**config.mk**
```make
export PLATFORM = sky130hd
export DESIGN_NAME = gdr_front
export DESIGN_NICKNAME = d
export VERILOG_FILES = /design/src/hw/rtl/gdr_pkg.sv /design/src/hw/rtl/gdr_front.sv
export SDC_FILE = /design/constraint.sdc
export NUM_CORES = 1
export LEC_CHECK = 0
export ABC_AREA = 1
export BUFFER_PORTS_ARGS = -buffer_cell sky130_fd_sc_hd__buf_4
export CORE_MARGIN = 2
export CORE_UTILIZATION = 55
export DETAILED_ROUTE_END_ITERATION = 8
export PLACE_DENSITY = 0.83
export SLEW_MARGIN = 40
export SYNTH_ARGS = -nofsm -noshare
export SYNTH_HDL_FRONTEND = slang
export SYNTH_SLANG_ARGS = --single-unit
```
**constraint.sdc**
```tcl
create_clock -name clock -period 4.1 [get_ports clock]
set_input_delay 0.82 -clock clock [delete_from_list [all_inputs] [get_ports clock]]
set_output_delay 0.82 -clock clock [all_outputs]
set_load 0.02 [all_outputs]
```
**src/hw/rtl/gdr_pkg.sv**
```systemverilog
// Shared types, constants and helper functions of the grid raycaster.
package gdr_pkg;

   localparam int DIVIDEND_W = 48;
   localparam int DIVISOR_W = 26;
   localparam logic [23:0] SAT24 = 24'hFFFFFF;
   localparam logic [16:0] LH_CAP = 17'h1FFFF;

   localparam logic [2:0] REG_POS_X = 3'd0;
   localparam logic [2:0] REG_POS_Y = 3'd1;
   localparam logic [2:0] REG_DIR_X = 3'd2;
   localparam logic [2:0] REG_DIR_Y = 3'd3;
   localparam logic [2:0] REG_PLANE_X = 3'd4;
   localparam logic [2:0] REG_PLANE_Y = 3'd5;

   localparam logic OP_WRITE = 1'b0;
   localparam logic OP_CAST = 1'b1;

   typedef struct packed {
      logic [20:0] pos_x;
      logic [20:0] pos_y;
      logic signed [17:0] dir_x;
      logic signed [17:0] dir_y;
      logic signed [17:0] plane_x;
      logic signed [17:0] plane_y;
   } cfg_type;

   typedef struct packed {
      logic operation;
      logic [9:0] screen_column;
      logic [4:0] cell_x;
      logic [4:0] cell_y;
      logic [3:0] cell_value;
   } item_type;

   typedef struct packed {
      logic valid;
      item_type item;
   } head_type;

   typedef enum logic [4:0] {
      S_IDLE, S_CAMS, S_CAMW, S_MRX, S_MRY, S_RY, S_DXS, S_DXW, S_DYS, S_DYW,
      S_FX, S_FY, S_FYW, S_STEP, S_CHK, S_TEST, S_PRS, S_PRW, S_LHS, S_LHW,
      S_TEX1, S_TEX2
   } state_type;

   function automatic logic [25:0] abs26(input logic signed [25:0] v);
      abs26 = v[25] ? 26'(-v) : 26'(v);
   endfunction

   function automatic logic [23:0] sat24(input logic [47:0] v);
      sat24 = (v > 48'(SAT24)) ? SAT24 : v[23:0];
   endfunction

   function automatic logic [15:0] clamp16(input logic signed [18:0] v);
      if (v > 19'sd32767) begin
         clamp16 = 16'h7FFF;
      end else if (v < -19'sd32768) begin
         clamp16 = 16'h8000;
      end else begin
         clamp16 = v[15:0];
      end
   endfunction

endpackage

```
**src/hw/rtl/gdr_front.sv**
```systemverilog
// Front end: accepts items into a two-entry queue ahead of the sequencer.
module gdr_front (
   input  logic clock,
   input  logic reset,
   input  logic start,
   output logic busy,
   input  gdr_pkg::item_type item,
   input  logic pop,
   output gdr_pkg::head_type head
);
   import gdr_pkg::*;

   item_type slot_ff [2];
   logic wr_ptr_ff, wr_ptr_in;
   logic rd_ptr_ff, rd_ptr_in;
   logic [1:0] count_ff, count_in;
   logic push;

   assign busy = (count_ff == 2'd2);
   assign push = start && !busy;
   assign head.valid = (count_ff != 2'd0);
   assign head.item = slot_ff[rd_ptr_ff];

   always_comb begin
      wr_ptr_in = push ? !wr_ptr_ff : wr_ptr_ff;
      rd_ptr_in = (pop && head.valid) ? !rd_ptr_ff : rd_ptr_ff;
      count_in = count_ff + 2'(push) - 2'(pop && head.valid);
   end

   always_ff @(posedge clock) begin
      if (reset) begin
         wr_ptr_ff <= 1'b0;
         rd_ptr_ff <= 1'b0;
         count_ff <= 2'd0;
      end else begin
         wr_ptr_ff <= wr_ptr_in;
         rd_ptr_ff <= rd_ptr_in;
         count_ff <= count_in;
      end
   end

   always_ff @(posedge clock) begin
      if (push) begin
         slot_ff[wr_ptr_ff] <= item;
      end
   end

endmodule

```
# ---- Word level (Yosys, flattened, before mapping)
# Memories as Yosys holds them, arrays and structs flattened. A register that Yosys moved wholly into a read port is not among the register bits.
# Cells that the tools add are included.
dict set report op_classes {
  n_eq_ne 1
  n_addsub 2
  reduce_logical 6
  n_mux 4
}
# operator count
set ops {}
lappend ops {{two-way mux 1 bit} 4}
lappend ops {{logical NOT 1 bit} 3}
lappend ops {{adder 2 x 1 -> 2 bit} 1}
lappend ops {{== test 2 bit, second input constant} 1}
lappend ops {{logical AND 1 bit} 2}
lappend ops {{nonzero test 2 bit} 1}
lappend ops {{subtractor 2 x 1 -> 2 bit} 1}
dict set report word_totals {
  ramBits 50
  inputBits 29
  ff_bits 4
  word_cells 17
  mem_count 1
  out_inout_bits 27
}
# name words word_bits read_ports rd_clocked_by_memory_dff wr line_no
set memory_table {}
lappend memory_table {slot_ff 2 25 1 1 1 gdr_front.sv:13} ;# item_type slot_ff [2];

# ---- Depth between registers and ports, before layout
dict set report logic_depth {
  depth_word 5
  depth_mapped 11
}

# ---- Worst setup path after synthesis
# No wires, ideal clock.
dict set report synth_path {
  kind {input -> register}
  start {input port start}
  end {memory slot_ff[0][0] (netlist name), enable pin}
  path_stages 2
  n_path_buf 0
  slack_ns 1.740
  arrival_time_ns 1.953
  setup_time_ns 0.407
  cell_sequence {nand2_1 nor2_1}
}
dict set report synth_via {
  elab_chain_cells 3
}
# element line_no
set synth_lines {}
lappend synth_lines {{start: declaration} gdr_front.sv:5} ;# input logic start,
lappend synth_lines {{logical AND 1 bit} gdr_front.sv:20} ;# assign push = start && !busy;
lappend synth_lines {{two-way mux 1 bit} gdr_front.sv:43} ;# if (push) begin
lappend synth_lines {{two-way mux 1 bit (not written as such)} gdr_front.sv:44} ;# slot_ff[wr_ptr_ff] <= item;
lappend synth_lines {{end: declaration} gdr_front.sv:13}
# No other way between the ends.

==> flow_summary.ini <==
[outcome]
status = finished, final reports clean

[critical_path]
crit_end = head[24]
end_kind = output port
slowest_stage = dfxtp_1
crit_type = reg -> out
ff2ff_path_depth = 10
path_common_cell = buf_4
crit_fanout = 16
cp_cell_sequence = buf_4 > mux2_2 > buf_4
cp.depth = 3
r2r_setup_slack_ns = 2.48
critPathLaunchType = flip-flop
arrival_ns = 1.89
r2r-end = count_ff[1]
crit_family = flip-flops
critPathBufInv = 2
critPathMaxStageDelay_ns = 0.68
r2r-start = count_ff[0]
crit_required_ns = 3.28

[pwr]
max-vdd-ir-drop_v = 0.0004036
p_per_area_nw_per_um2 = 603.9
pwr-share-seq_pct = 46.2
switchingPower_w = 0.0004793
clkPwrFrac_pct = 20.7
pwr-share-comb_pct = 33.1
p_int_w = 0.001155
p_sw_share_pct = 29.32
p_leak_nw = 1.106

[die]
rows = 22
die_height_um = 66.63
initial_core_util_pct = 58.05
dieArea_um2 = 4439
core_um2 = 3716
die_w_um = 66.63
ios = 56

[synth]
netlist_instances = 116
yosysWarnings = 0
syn-num-nets = 147
syn_area_um2 = 2157
yosys-top-cells-area = edfxtp_1, mux2_4, dfxtp_1
ys_seq_area_share_pct = 74.25
synth_seq_cells = 55
synth_top_area_share_pct = 69.61
synth_area_leader_cell = edfxtp_1
synth.avg_cell_area_um2 = 18.60
ys_types = 12

[sta]
drv_slew = 0
setup_viol = 0
setup_ws_ns = 1.392
fin_crit_sh_pct = 66.04
fmax_ghz = 0.3693
relSlewSlack_pct = 63.26
final.setup_skew_ns = 0.008054
tightest_slew_ns = 0.5504
setup_tns_ns = 0
hold_violations = 0
rsz0062_at_grt = no
min_period_ns = 2.708

[grt]
grt_max_degree = 26
antenna_found_initial = 0
grt_pass1_wl_um = 5285
grt.total_usage_pct = 16.81
grt_pass1_vias = 1141
grt_overflow_total = 0

[placed_design]
place_congestion = 0.6949
dp_hpwl_um = 2453
place_ws_ns = 1.713
port_buffers = 55

[layout]
area_delta_synth_final_pct = 25.46
nFillCells = 250
antenna_cells = 0
drive_above_1_share_pct = 51.12
finalNetCount = 208

[hold_path]
holdPathStages = 2
worst_hold_path_type = reg -> reg
min-delay-start = rd_ptr_ff

[clock_tree]
numCtsBuffers = 5
cts_htree_levels = 2
clk_pin_slew_worst_paths_ns = 0.09
cts.path.max_buffers = 2
hold_buffers = 0
cts_tree = built
cts_resized = 0
clock-sinks = 55
cts_setup_buffers = 0
cts_root_buf = clkbuf_8
clk_latency_ns = 0.30

[routing]
post_drt_wl_per_cell_um = 15.42
detail-route-antenna-nets = 0
first_pass_iters = 4
wirelength_um = 3486
post-route-drc-count = 0
drt_iter0_markers = 60
vias = 1128
viasPerCell = 4.991

[flow_run]
maxCapViolCount = 0
[final cells by class]
type | count | area, µm² | area share [%]
repair buffers | 57 | 427.9 | 15.81
clock buffers | 6 | 72.57 | 2.681
inverters | 9 | 33.78 | 1.248
flip-flops and latches | 55 | 1602 | 59.18
multi-input cells | 49 | 473.0 | 17.48
clock inverters | 2 | 37.54 | 1.387
well taps | 48 | 60.06 | 2.219
[metal layers]
layer  track usage (%)  vias to the layer above  wire (µm)
li1                  -                      541          -
met1             19.47                      538       1329
met2             29.25                       43       1889
met3             4.392                        6        214
met4             7.398                        0         53
met5                 0                        -          0
[cells in the final DEF, fill, tap and decap left out]
cell        instances
a21oi_1             2
buf_4              57
bufinv_16           1
clkbuf_1            1
clkbuf_8            5
clkinvlp_4          1
dfxtp_1             5
edfxtp_1           50
ha_1                2
inv_1               8
inv_2               1
mux2_2              5
mux2_4             20
nand2_1             8
nand3_1             3
nor2_1              8
nor2_2              1
[state kept, by name, summed over array words and instances, names as in the netlist, named ones only]
| signal | cells |
|---|---|
| slot_ff | 50 |
| count_ff | 2 |
| rd_ptr_ff | 1 |
| wr_ptr_ff | 1 |
[worst min-delay path by stage]
stage	end
2_1_floorplan	flip-flop
3_3_place_gp	rd_ptr_ff
3_5_place_dp	rd_ptr_ff
4_1_cts	rd_ptr_ff
5_1_grt	wr_ptr_ff
6_report	rd_ptr_ff
[power groups by stage]
stage	clock (W)	sequential, W	combinational (W)
5_1_grt	0.000368	0.000764	0.000582
6_report	0.000339	0.000755	0.000541
2_1_floorplan	0	0.000746	0.000390
3_5_place_dp	0	0.000767	0.000544
4_1_cts	0.000350	0.000756	0.000546
3_3_place_gp	0	0.000760	0.000527
[per-stage QoR]
| step | hold WS (ns) | cell area (µm²) | utilization (%) | std cells | total power (W) |
|---|---|---|---|---|---|
| 3_3_place_gp | 0.4907 | 2596 | 69.87 | 218 | 0.001287 |
| 4_1_cts | 0.5312 | 2706 | 72.83 | 226 | 0.001651 |
| 3_5_place_dp | 0.5092 | 2596 | 69.87 | 218 | 0.001311 |
| 6_report | 0.5333 | 2706 | 72.83 | 226 | 0.001634 |
| 2_1_floorplan | 0.4675 | 2157 | - | 116 | 0.001136 |
| 5_1_grt | 0.5978 | 2706 | 72.83 | 226 | 0.001714 |
[logic make-up (layout without fill, tap and decap cells)]
family / after synthesis / after routing / synth area share, %
simple gates: 20 / 20 / 3.654
compound gates: 2 / 2 / 0.4641
flops: 55 / 55 / 74.25
buf+inv: 12 / 74 / 3.944
mux: 25 / 25 / 16.53
fa+ha+maj: 2 / 2 / 1.160
[synth_stat cells, drive strengths merged]
cell     n
mux2    25
nand2    8
ha       2
a21oi    2
nor2     9
inv      9
nand3    3
dfxtp    5
edfxtp  50
buf      3
[tightest hold or removal path: stages (launching register included)]
cell     delay, ns
dfxtp_1       0.35
nor2_1        0.06
nor2_1        0.09
(Power assumes the default switching activity.)
